### src/hdl/spq_pkg.sv
// Shared types and codes for the sorted priority queue.
// Holds the controller states, the status codes and the command and status
// groups that pass between the controller and the datapath. No dependencies.
package spq_pkg;

    // Request kinds carried in the input tuser bit.
    localparam logic REQ_ENQUEUE = 1'b0;
    localparam logic REQ_DEQUEUE = 1'b1;

    // Field widths of one stored entry.
    localparam int TAG_W   = 16;
    localparam int PRIO_W  = 16;
    localparam int ENTRY_W = TAG_W + PRIO_W;

    // Result channel layout.
    localparam int COUNT_W   = 5;
    localparam int M_TDATA_W = 104;
    localparam int M_TUSER_W = 3;
    localparam int S_TDATA_W = 32;

    // Result status codes.
    typedef enum logic [1:0] {
        STAT_OK        = 2'd0,
        STAT_UNDERFLOW = 2'd1,
        STAT_FULL      = 2'd2
    } spq_status_t;

    // Controller states.
    typedef enum logic [2:0] {
        ST_IDLE,
        ST_ENQ_SCAN,
        ST_ENQ_CHECK,
        ST_DEQ_POP,
        ST_DEQ_LOAD,
        ST_FINISH
    } spq_state_t;

    // Commands from the controller to the datapath.
    typedef struct packed {
        logic        latch_req;   // capture the accepted request
        logic        rd_prev;     // read the entry just below the insert position
        logic        rd_one;      // read the entry behind the head
        logic        shift_wr;    // move the read entry up one place
        logic        ins_wr;      // write the new entry at the insert position
        logic        deq_pop;     // remove the head entry
        logic        head_load;   // take the read entry as the new head
        logic        res_load;    // load the result register
        spq_status_t res_status;  // status code for the result
    } spq_cmd_t;

    // Status from the datapath to the controller.
    typedef struct packed {
        logic full;      // no free slot
        logic empty;     // no stored entry
        logic pos_zero;  // insert position is at the head
        logic prev_ge;   // read entry has priority greater than or equal to the new one
    } spq_flags_t;

endpackage

### src/hdl/spq_ctrl.sv
// Controller state machine for the sorted priority queue.
// Sequences enqueue scans, dequeues and result loads; depends on spq_pkg.
module spq_ctrl (
    input  logic                aclk,
    input  logic                aresetn,
    input  logic                s_tvalid,
    output logic                s_tready,
    input  logic                s_tuser,    // [0] request kind
    output logic                m_tvalid,
    input  logic                m_tready,
    input  spq_pkg::spq_flags_t flags,
    output spq_pkg::spq_cmd_t   cmd
);

    spq_pkg::spq_state_t  state_reg, state_next;
    spq_pkg::spq_status_t status_reg, status_next;
    logic                 m_tvalid_reg, m_tvalid_next;

    // State, status and result-valid registers.
    always_ff @(posedge aclk) begin
        if (!aresetn) begin
            state_reg    <= spq_pkg::ST_IDLE;
            status_reg   <= spq_pkg::STAT_OK;
            m_tvalid_reg <= 1'b0;
        end else begin
            state_reg    <= state_next;
            status_reg   <= status_next;
            m_tvalid_reg <= m_tvalid_next;
        end
    end

    // Next state and commands.
    always_comb begin
        state_next      = state_reg;
        status_next     = status_reg;
        s_tready        = 1'b0;
        cmd             = '0;
        cmd.res_status  = status_reg;

        case (state_reg)
            spq_pkg::ST_IDLE: begin
                s_tready = 1'b1;
                if (s_tvalid) begin
                    cmd.latch_req = 1'b1;
                    if (s_tuser == spq_pkg::REQ_ENQUEUE) begin
                        if (flags.full) begin
                            status_next = spq_pkg::STAT_FULL;
                            state_next  = spq_pkg::ST_FINISH;
                        end else begin
                            status_next = spq_pkg::STAT_OK;
                            state_next  = spq_pkg::ST_ENQ_SCAN;
                        end
                    end else begin
                        if (flags.empty) begin
                            status_next = spq_pkg::STAT_UNDERFLOW;
                            state_next  = spq_pkg::ST_FINISH;
                        end else begin
                            status_next = spq_pkg::STAT_OK;
                            state_next  = spq_pkg::ST_DEQ_POP;
                        end
                    end
                end
            end
            spq_pkg::ST_ENQ_SCAN: begin
                // At the head the entry goes in directly; otherwise look below.
                if (flags.pos_zero) begin
                    cmd.ins_wr = 1'b1;
                    state_next = spq_pkg::ST_FINISH;
                end else begin
                    cmd.rd_prev = 1'b1;
                    state_next  = spq_pkg::ST_ENQ_CHECK;
                end
            end
            spq_pkg::ST_ENQ_CHECK: begin
                // Entries of equal or larger priority move up to make room.
                if (flags.prev_ge) begin
                    cmd.shift_wr = 1'b1;
                    state_next   = spq_pkg::ST_ENQ_SCAN;
                end else begin
                    cmd.ins_wr = 1'b1;
                    state_next = spq_pkg::ST_FINISH;
                end
            end
            spq_pkg::ST_DEQ_POP: begin
                cmd.deq_pop = 1'b1;
                cmd.rd_one  = 1'b1;
                state_next  = spq_pkg::ST_DEQ_LOAD;
            end
            spq_pkg::ST_DEQ_LOAD: begin
                cmd.head_load = 1'b1;
                state_next    = spq_pkg::ST_FINISH;
            end
            spq_pkg::ST_FINISH: begin
                // Wait until the result register is free.
                if (!m_tvalid_reg || m_tready) begin
                    cmd.res_load = 1'b1;
                    state_next   = spq_pkg::ST_IDLE;
                end
            end
            default: begin
                state_next = spq_pkg::ST_IDLE;
            end
        endcase
    end

    // The result stays valid until the downstream side takes it.
    always_comb begin
        if (cmd.res_load) begin
            m_tvalid_next = 1'b1;
        end else if (m_tready) begin
            m_tvalid_next = 1'b0;
        end else begin
            m_tvalid_next = m_tvalid_reg;
        end
    end

    assign m_tvalid = m_tvalid_reg;

endmodule

### src/hdl/spq_datapath.sv
// Datapath for the sorted priority queue: entry memory, ring pointers,
// head and tail copies and the result register. Depends on spq_pkg.
module spq_datapath #(
    parameter int DEPTH = 16
) (
    input  logic                                  aclk,
    input  logic                                  aresetn,
    input  logic [spq_pkg::S_TDATA_W-1:0]         s_tdata,  // [15:0] entry_tag, [31:16] entry_priority
    input  logic                                  s_tuser,  // [0] req_type
    // [15:0] out_tag, [31:16] out_priority, [47:32] head_tag, [63:48] head_priority,
    // [79:64] tail_tag, [95:80] tail_priority, [100:96] count, [101] is_empty
    output logic [spq_pkg::M_TDATA_W-1:0]         m_tdata,
    output logic [spq_pkg::M_TUSER_W-1:0]         m_tuser,  // [1:0] status, [2] out_valid
    input  spq_pkg::spq_cmd_t                     cmd,
    output spq_pkg::spq_flags_t                   flags
);

    localparam int AW    = $clog2(DEPTH);
    localparam int CNT_W = $clog2(DEPTH + 1);

    // Entry memory, {priority, tag} per slot, kept as a sorted ring.
    logic [spq_pkg::ENTRY_W-1:0] mem [DEPTH];

    logic [AW-1:0]    head_ptr_reg, head_ptr_next;
    logic [CNT_W-1:0] occ_reg, occ_next;
    logic [CNT_W-1:0] pos_reg, pos_next;

    logic                         req_type_reg;
    logic [spq_pkg::TAG_W-1:0]    req_tag_reg;
    logic [spq_pkg::PRIO_W-1:0]   req_prio_reg;
    logic [spq_pkg::TAG_W-1:0]    head_tag_reg, tail_tag_reg, deq_tag_reg;
    logic [spq_pkg::PRIO_W-1:0]   head_prio_reg, tail_prio_reg, deq_prio_reg;
    logic [spq_pkg::ENTRY_W-1:0]  rd_data_reg;
    logic [spq_pkg::M_TDATA_W-1:0] m_tdata_reg, m_tdata_next;
    logic [spq_pkg::M_TUSER_W-1:0] m_tuser_reg, m_tuser_next;

    logic [AW-1:0]               pos_lo, pos_m1, rd_addr, wr_addr;
    logic                        rd_en, wr_en;
    logic [spq_pkg::ENTRY_W-1:0] wr_data;
    logic [spq_pkg::TAG_W-1:0]   rd_tag;
    logic [spq_pkg::PRIO_W-1:0]  rd_prio;
    logic                        pos_at_end;

    // Map a position counted from the head onto a physical slot.
    function automatic logic [AW-1:0] phys(input logic [AW-1:0] base,
                                           input logic [AW-1:0] off);
        logic [AW:0] sum;
        sum = {1'b0, base} + {1'b0, off};
        if (sum >= (AW+1)'(DEPTH)) begin
            sum = sum - (AW+1)'(DEPTH);
        end
        return sum[AW-1:0];
    endfunction

    assign pos_lo     = pos_reg[AW-1:0];
    assign pos_m1     = pos_lo - AW'(1);
    assign rd_tag     = rd_data_reg[spq_pkg::TAG_W-1:0];
    assign rd_prio    = rd_data_reg[spq_pkg::ENTRY_W-1:spq_pkg::TAG_W];
    assign pos_at_end = (pos_reg == occ_reg);

    // Memory port selection.
    assign rd_en   = cmd.rd_prev | cmd.rd_one;
    assign rd_addr = cmd.rd_prev ? phys(head_ptr_reg, pos_m1) : phys(head_ptr_reg, AW'(1));
    assign wr_en   = cmd.shift_wr | cmd.ins_wr;
    assign wr_addr = phys(head_ptr_reg, pos_lo);
    assign wr_data = cmd.shift_wr ? rd_data_reg : {req_prio_reg, req_tag_reg};

    always_ff @(posedge aclk) begin
        if (wr_en) begin
            mem[wr_addr] <= wr_data;
        end
        if (rd_en) begin
            rd_data_reg <= mem[rd_addr];
        end
    end

    // Flags for the controller.
    assign flags.full     = (occ_reg == CNT_W'(DEPTH));
    assign flags.empty    = (occ_reg == '0);
    assign flags.pos_zero = (pos_reg == '0);
    assign flags.prev_ge  = (rd_prio >= req_prio_reg);

    // Ring pointer, fill count and insert position.
    always_comb begin
        head_ptr_next = head_ptr_reg;
        occ_next      = occ_reg;
        pos_next      = pos_reg;
        if (cmd.latch_req) begin
            pos_next = occ_reg;
        end
        if (cmd.shift_wr) begin
            pos_next = pos_reg - CNT_W'(1);
        end
        if (cmd.ins_wr) begin
            occ_next = occ_reg + CNT_W'(1);
        end
        if (cmd.deq_pop) begin
            occ_next      = occ_reg - CNT_W'(1);
            head_ptr_next = (head_ptr_reg == AW'(DEPTH - 1)) ? '0 : head_ptr_reg + AW'(1);
        end
    end

    always_ff @(posedge aclk) begin
        if (!aresetn) begin
            head_ptr_reg <= '0;
            occ_reg      <= '0;
            pos_reg      <= '0;
        end else begin
            head_ptr_reg <= head_ptr_next;
            occ_reg      <= occ_next;
            pos_reg      <= pos_next;
        end
    end

    // Request capture and copies of the head and tail entries.
    always_ff @(posedge aclk) begin
        if (cmd.latch_req) begin
            req_type_reg <= s_tuser;
            req_tag_reg  <= s_tdata[spq_pkg::TAG_W-1:0];
            req_prio_reg <= s_tdata[spq_pkg::ENTRY_W-1:spq_pkg::TAG_W];
        end
        if (cmd.ins_wr) begin
            if (pos_reg == '0) begin
                head_tag_reg  <= req_tag_reg;
                head_prio_reg <= req_prio_reg;
            end
            if (pos_at_end) begin
                tail_tag_reg  <= req_tag_reg;
                tail_prio_reg <= req_prio_reg;
            end
        end
        if (cmd.deq_pop) begin
            deq_tag_reg  <= head_tag_reg;
            deq_prio_reg <= head_prio_reg;
        end
        if (cmd.head_load) begin
            head_tag_reg  <= rd_tag;
            head_prio_reg <= rd_prio;
        end
    end

    // Result assembly; empty queue and non-dequeue results read as zero.
    always_comb begin
        logic                   out_valid;
        logic                   is_empty;
        logic [CNT_W+4:0]       occ_ext;
        out_valid = (req_type_reg == spq_pkg::REQ_DEQUEUE)
                    && (cmd.res_status == spq_pkg::STAT_OK);
        is_empty  = (occ_reg == '0);
        occ_ext   = {5'b0, occ_reg};
        m_tdata_next          = '0;
        if (out_valid) begin
            m_tdata_next[15:0]  = deq_tag_reg;
            m_tdata_next[31:16] = deq_prio_reg;
        end
        if (!is_empty) begin
            m_tdata_next[47:32] = head_tag_reg;
            m_tdata_next[63:48] = head_prio_reg;
            m_tdata_next[79:64] = tail_tag_reg;
            m_tdata_next[95:80] = tail_prio_reg;
        end
        m_tdata_next[100:96] = occ_ext[spq_pkg::COUNT_W-1:0];
        m_tdata_next[101]    = is_empty;
        m_tuser_next         = {out_valid, cmd.res_status};
    end

    always_ff @(posedge aclk) begin
        if (cmd.res_load) begin
            m_tdata_reg <= m_tdata_next;
            m_tuser_reg <= m_tuser_next;
        end
    end

    assign m_tdata = m_tdata_reg;
    assign m_tuser = m_tuser_reg;

endmodule

### src/hdl/sorted_priority_queue.sv
// Sorted priority queue: up to DEPTH entries of a 16-bit tag and a 16-bit
// priority, held in one memory as a ring sorted by priority with the lowest
// number at the head. An enqueue goes ahead of stored entries of equal
// priority; a dequeue returns the head. Each request gives one result with
// the status, the dequeued entry, the head and tail entries, the count and an
// empty flag. Requests are taken one at a time; the next one is accepted while
// a finished result still waits on the output. An enqueue walks down from the
// tail past the stored entries with a priority greater than or equal to the
// new one, moving one entry per read and write pair of the memory. A result
// that is still held on the output keeps the next request in its finishing
// state until it is taken. Slots need no clearing after reset.
// Depends on spq_pkg, spq_ctrl and spq_datapath.
module sorted_priority_queue #(
    parameter int DEPTH = 16
) (
    input  logic                            aclk,
    input  logic                            aresetn,
    input  logic                            s_tvalid,
    output logic                            s_tready,
    input  logic [spq_pkg::S_TDATA_W-1:0]   s_tdata,  // [15:0] entry_tag, [31:16] entry_priority
    input  logic                            s_tuser,  // [0] req_type
    output logic                            m_tvalid,
    input  logic                            m_tready,
    // [15:0] out_tag, [31:16] out_priority, [47:32] head_tag, [63:48] head_priority,
    // [79:64] tail_tag, [95:80] tail_priority, [100:96] count, [101] is_empty
    output logic [spq_pkg::M_TDATA_W-1:0]   m_tdata,
    output logic [spq_pkg::M_TUSER_W-1:0]   m_tuser   // [1:0] status, [2] out_valid
);

    spq_pkg::spq_cmd_t   cmd;
    spq_pkg::spq_flags_t flags;

    // Sequencer.
    spq_ctrl u_ctrl (
        .aclk     (aclk),
        .aresetn  (aresetn),
        .s_tvalid (s_tvalid),
        .s_tready (s_tready),
        .s_tuser  (s_tuser),
        .m_tvalid (m_tvalid),
        .m_tready (m_tready),
        .flags    (flags),
        .cmd      (cmd)
    );

    // Storage and result formatting.
    spq_datapath #(
        .DEPTH (DEPTH)
    ) u_datapath (
        .aclk    (aclk),
        .aresetn (aresetn),
        .s_tdata (s_tdata),
        .s_tuser (s_tuser),
        .m_tdata (m_tdata),
        .m_tuser (m_tuser),
        .cmd     (cmd),
        .flags   (flags)
    );

endmodule

### config.mk
export PLATFORM = sky130hd
export DESIGN_NAME = sorted_priority_queue
export DESIGN_NICKNAME = d
export VERILOG_FILES = /design/src/hdl/spq_pkg.sv /design/src/hdl/spq_ctrl.sv /design/src/hdl/spq_datapath.sv /design/src/hdl/sorted_priority_queue.sv
export SDC_FILE = /design/constraint.sdc
export NUM_CORES = 1
export LEC_CHECK = 0
export BUFFER_PORTS_ARGS = -buffer_cell sky130_fd_sc_hd__clkbuf_2
export CAP_MARGIN = 10
export CORE_UTILIZATION = 62
export CTS_BUF_LIST = sky130_fd_sc_hd__clkbuf_4 sky130_fd_sc_hd__clkbuf_8
export DETAILED_ROUTE_END_ITERATION = 10
export PLACE_DENSITY = 0.8
export SLEW_MARGIN = 5
export SYNTH_ARGS = -nofsm -noshare
export SYNTH_HDL_FRONTEND = slang
export SYNTH_HIERARCHICAL = 1
export SYNTH_SLANG_ARGS = --single-unit
### constraint.sdc
create_clock -name aclk -period 9.4 [get_ports aclk]
set_clock_uncertainty 0.1 [all_clocks]
set_input_delay 1.88 -clock aclk [delete_from_list [all_inputs] [get_ports aclk]]
set_output_delay 1.88 -clock aclk [all_outputs]
set_load 0.02 [all_outputs]
Word level (Yosys, flattened, before mapping). Memories as Yosys holds them, arrays and structs flattened. A register that Yosys moved wholly into a read port is not among the register bits. Cells that the tools add are included. Widths: inputs -> output; s select.

Flip-flop bits (word level): 254. Bits in writable memories: 512. Input port bits: 37. Output and inout port bits: 109. Word-level logic and storage cells: 108. Memories: 1.

Add/subtract/negate cells: 11. Order comparisons: 4. Equal/unequal tests: 10. Muxes and demuxes: 45. Bitwise gates (word level): 2. Reductions and logical operators: 16.

Memory list: u_datapath.mem (depth 16, bits a word 32, read ports 1, clocked after memory_dff 1, wr ports 1, line spq_datapath.sv:22) `logic [spq_pkg::ENTRY_W-1:0] mem [DEPTH];`.

Operators by type and width (count): $mux 16 (6); $mux 32 (1); $mux 3 (7); $mux 4 (5); $mux 5 (4); $mux 1 (18); $pmux 3 s6 (1); $ge 16x16->1 (1); $sub 4x1->4 const B (4); $ge 5x5->1 const B (3); $add 4x4->5 (2); $logic_not 5->1 (2); $reduce_bool 2->1 (5); $sub 5x1->5 const B (2); $reduce_and 2->1 (4); $eq 3x2->1 const B (2); $eq 3x3->1 const B (2); $add 4x1->5 const B (1); $add 5x1->5 const B (1); $eq 5x5->1 (1); $eq 5x5->1 const B (1); $add 4x1->4 const B (1); $eq 4x4->1 const B (1); $mux 2 (2); other kinds (10) (11).

Longest topological paths before layout.
Depth after elaboration: 6. Depth in mapped cells: 13. Gate-level depth less buffers: 13.

Modules after synthesis. Netlist, hierarchy kept.

By module, submodules not included: spq_datapath (times used 1, cells an instance 1500, area an instance 30444.2 µm²); spq_ctrl (times used 1, cells an instance 50, area an instance 431.7 µm²).

Worst setup path after synthesis. No wires, ideal clock.

Path kind: input port to flip-flop. Start point: in s_tvalid. End point: reg u_datapath.pos_reg[3]. Setup time: 0.128 ns. Data arrival time: 4.724 ns. Data required time: 9.172 ns. Path slack: 4.448 ns. Cell stages on the path: 5. Path through: nor4b_2 mux2_2 a21oi_1 a21oi_1 nor2_1.

Cells in the longest elaborated chain, start to end: 3.

Ends and longest elaborated chain: start: declaration (line sorted_priority_queue.sv:18) `input logic s_tvalid,`; $mux 1 (line spq_ctrl.sv:43) `if (s_tvalid) begin`; $mux 1 (line spq_ctrl.sv:40) `case (state_reg)`; $reduce_bool 2->1 (no line); end signal: assignment (line spq_datapath.sv:111) `pos_reg <= pos_next;`; end: declaration (line spq_datapath.sv:26) `logic [CNT_W-1:0] pos_reg, pos_next;`.

Every way passes these cells. A chain may end at the register's enable or synchronous reset.

==> results.json <==
{
  "outcome": "complete, no violations",
  "r2r_start": "u_datapath/pos_reg[1]",
  "synth_most_common_cell": "edfxtp_1",
  "die-width_um": 225.2,
  "largest_reg_flops": 512,
  "drtAntennaViolNets": 0,
  "hold_depth": 0,
  "drv_cap": 0,
  "min_path_type": "reg -> reg",
  "required_ns": 9.75,
  "path_buf_inv": 2,
  "r2r_end": "u_datapath/rd_data_reg[22]",
  "drt-pass1-iter-count": 8,
  "cts_hold_buf": 0,
  "synth.distinct_cells": 62,
  "power_mw": 9.289,
  "seq_area_frac_synth_pct": 76.96,
  "gr-usage-all-layers_pct": 25.02,
  "cts.sinks": 798,
  "core_area_sq_um": 49050,
  "ioPinCount": 146,
  "cts-root-buf": "clkbuf_8",
  "synthTopCellsByCount": "edfxtp_1 (778), mux4_2 (120), nor2_1 (71), nor2b_1 (71), nand2_1 (47)",
  "insertion_delay_ns": 0.71,
  "cts_tree": "built",
  "clkTransAtPathRegs_ns": 0.07,
  "rsz0062_at_grt": "no",
  "slew_viol_final": 0,
  "crit_end": "u_datapath/rd_data_reg[22]",
  "clockPowerShare_pct": 28.9,
  "dpl_cell_area_sq_um": 32590,
  "row_count": 81,
  "htree_levels": 3,
  "syn-cell-area_sq_um": 30880,
  "syn_to_final_growth_pct": 13.00,
  "sw_frac_of_total_pct": 27.79,
  "worstPathArrival_ns": 6.08,
  "drt_iter0_markers": 1721,
  "crit_path_start_kind": "register",
  "post-dp-hpwl_um": 34880,
  "p_per_area_nw_per_um2": 266.2,
  "die_y_um": 225.2,
  "power_frac_seq_pct": 51.9,
  "grt_pass1_vias": 15450,
  "synth_cells": 1550,
  "fmax_ghz": 0.1746,
  "synth_seq_cells": 798,
  "crit_family": "adder cells",
  "critical-path-slowest-cell": "fa_4",
  "cts_buffer_depth": 3,
  "combPwrFrac_pct": 19.2,
  "avgViaCountPerCell": 6.054,
  "fin_crit_ns": 5.728,
  "setup_viol": 0,
  "vias": 15400,
  "finalSetupTns_ns": 0,
  "reg2reg_depth": 12,
  "finalCritPeriodShare_pct": 60.94,
  "initial_core_util_pct": 62.95,
  "synth-edff-count": 778,
  "path_cells": "inv_1, ha_1, nor4b_1, nor4b_2, nand2_1, ha_4, fa_4, buf_4, mux4_2, mux2i_1, nor2_1, a211o_1",
  "synth_flop_cell": "edfxtp_1",
  "dp.cells": 2329,
  "synth_top_area_share_pct": 75.67,
  "wl_per_cell_um": 24.55,
  "hold_viol": 0,
  "drc": 0,
  "slew-limit-headroom_pct": 30.18,
  "die_area_sq_um": 50700,
  "path_class": "reg -> reg",
  "grt_antenna_before_repair": 0,
  "gp_congestion": 0.7919,
  "grt_pass1_wl_um": 92670,
  "io_buffers": 143,
  "layoutNonFillerInstCount": 2543,
  "wirelength_um": 62420,
  "numCtsBuffers": 114,
  "crit_start": "u_datapath/pos_reg[1]",
  "synth_largest_area_cell": "edfxtp_1",
  "p_leak_nw": 11.97,
  "vdd_drop_max_mv": 0.1340,
  "fillers": 2800,
  "grt_max_degree": 66,
  "worstMarginPinSlew_ns": 1.047,
  "post_cts_buffers": 0,
  "yosys_warnings": 6,
  "r2r_slack_ns": 3.67,
  "yosys-top-cells-area": "edfxtp_1 (76%), mux4_2 (8.8%), nor2b_1 (1.4%), dfxtp_1 (1.3%), mux2_2 (1.3%)",
  "worstSetupEndpointType": "register",
  "cts_resized": 0,
  "avgSynthCellArea_sq_um": 19.92,
  "nNetsFinal": 1850,
  "final_area_sq_um": 34890,
  "cpPeakStageDelay_ns": 1.47,
  "p_int_mw": 6.708,
  "drive_above_1_share_pct": 30.24,
  "overflow": 0,
  "synthArstFlopShare_pct": 0,
  "critPathMaxFanout": 65,
  "p_sw_mw": 2.581,
  "worstSetupPathDepth": 12
}
==> cell families (layout without fill, tap and decap cells) <==
family | count (synthesis) | count (layout) | synth area share (%)
flops | 798 | 798 | 76.96
fa+ha+maj | 31 | 31 | 1.329
simple gates | 284 | 284 | 4.952
compound gates | 120 | 120 | 2.630
xor+xnor | 18 | 18 | 0.6362
mux | 200 | 200 | 11.96
other cells | 1 | 3 | 0.01215
buf+inv | 98 | 425 | 1.516
==> worst reg2reg max path, stage by stage (launching register included) <==
cell and delay (ns):
dfxtp_1 0.50, inv_1 0.14, ha_1 0.20, nor4b_1 0.20, nor4b_2 0.52, nand2_1 0.18
ha_4 0.20, fa_4 1.48, buf_4 0.92, mux4_2 0.43, mux2i_1 0.21, nor2_1 0.09
a211o_1 0.30
==> routing by layer <==
metal  vias to the layer above  GRT usage, %  part of all wire, %
met2                       870         39.71                   49
met1                      7768         35.30                   40
met3                       110         4.824                  9.1
met4                         0         8.690                  2.3
met5                         -             0                    0
li1                       6648             -                    -
==> through the flow <==
step                      hold WS (ns)  setup WS [ns]  utilization [%]
after floorplan                 0.3180          4.448                -
after CTS                       0.3420          3.688            71.08
after global routing            0.3456          3.414            71.12
after detailed placement        0.3272          3.727            66.45
final                           0.3341          3.672            71.13
after global placement          0.3263          3.848            66.45
==> final cells by class <==
cell class	count	area, sq um	area share (%)
tap	664	830.8	2.381
antenna	1	2.502	0.007172
clock inverter	52	315.3	0.9037
multi-input combinational	655	6853	19.64
timing repair buffer	190	1081	3.098
sequential	798	23760	68.11
clock buffer	160	1958	5.612
inverter	23	86.33	0.2474
==> power groups by stage <==
stage                     clock [mW]  sequential (mW)  combinational, mW
final                           2.68             4.83               1.78
after global routing            2.87             4.86               1.91
after CTS                       2.73             4.82               1.78
after detailed placement           0             4.89               1.77
after global placement             0             4.88               1.71
after floorplan                    0             4.89               1.16
==> worst min path at each step <==
stage | from | slack (ns) | end
after global placement | u_datapath/head_prio_reg[2] | 0.33 | u_datapath/deq_prio_reg[2]
after detailed placement | u_datapath/head_tag_reg[3] | 0.33 | u_datapath/deq_tag_reg[3]
after CTS | u_datapath/head_prio_reg[2] | 0.34 | u_datapath/deq_prio_reg[2]
final | u_datapath/head_prio_reg[14] | 0.33 | u_datapath/deq_prio_reg[14]
after floorplan | u_datapath/head_prio_reg[0] | 0.32 | u_datapath/deq_prio_reg[0]
after global routing | u_datapath/head_prio_reg[13] | 0.35 | u_datapath/deq_prio_reg[13]
==> cell usage in the layout (no fill, tap or decap), types with 4 or more instances in the layout <==
master    netlist  routed
edfxtp_1      778     778
clkbuf_2        0     143
clkbuf_8        0     121
mux4_2        120     120
nor2b_1        71      70
nor2_1         71      53
nand2_1        47      47
buf_4           9      46
clkbuf_4        0      39
o21ai_0        37      37
mux2_2         35      35
mux2i_1        35      35
and2_1         33      33
a211o_1        33      33
and3_1         31      31
clkinv_1        0      29
ha_1           28      27
inv_1          23      23
a21oi_1        20      20
dfxtp_1        20      20
nor2_4          0      17
clkinv_2        0      16
a21o_1         10      10
xor2_1          8       8
xnor2_1         7       7
nand2b_1        6       6
mux4_1          5       5
mux4_4          4       4
Note: power is estimated with default switching activity, not from simulation.
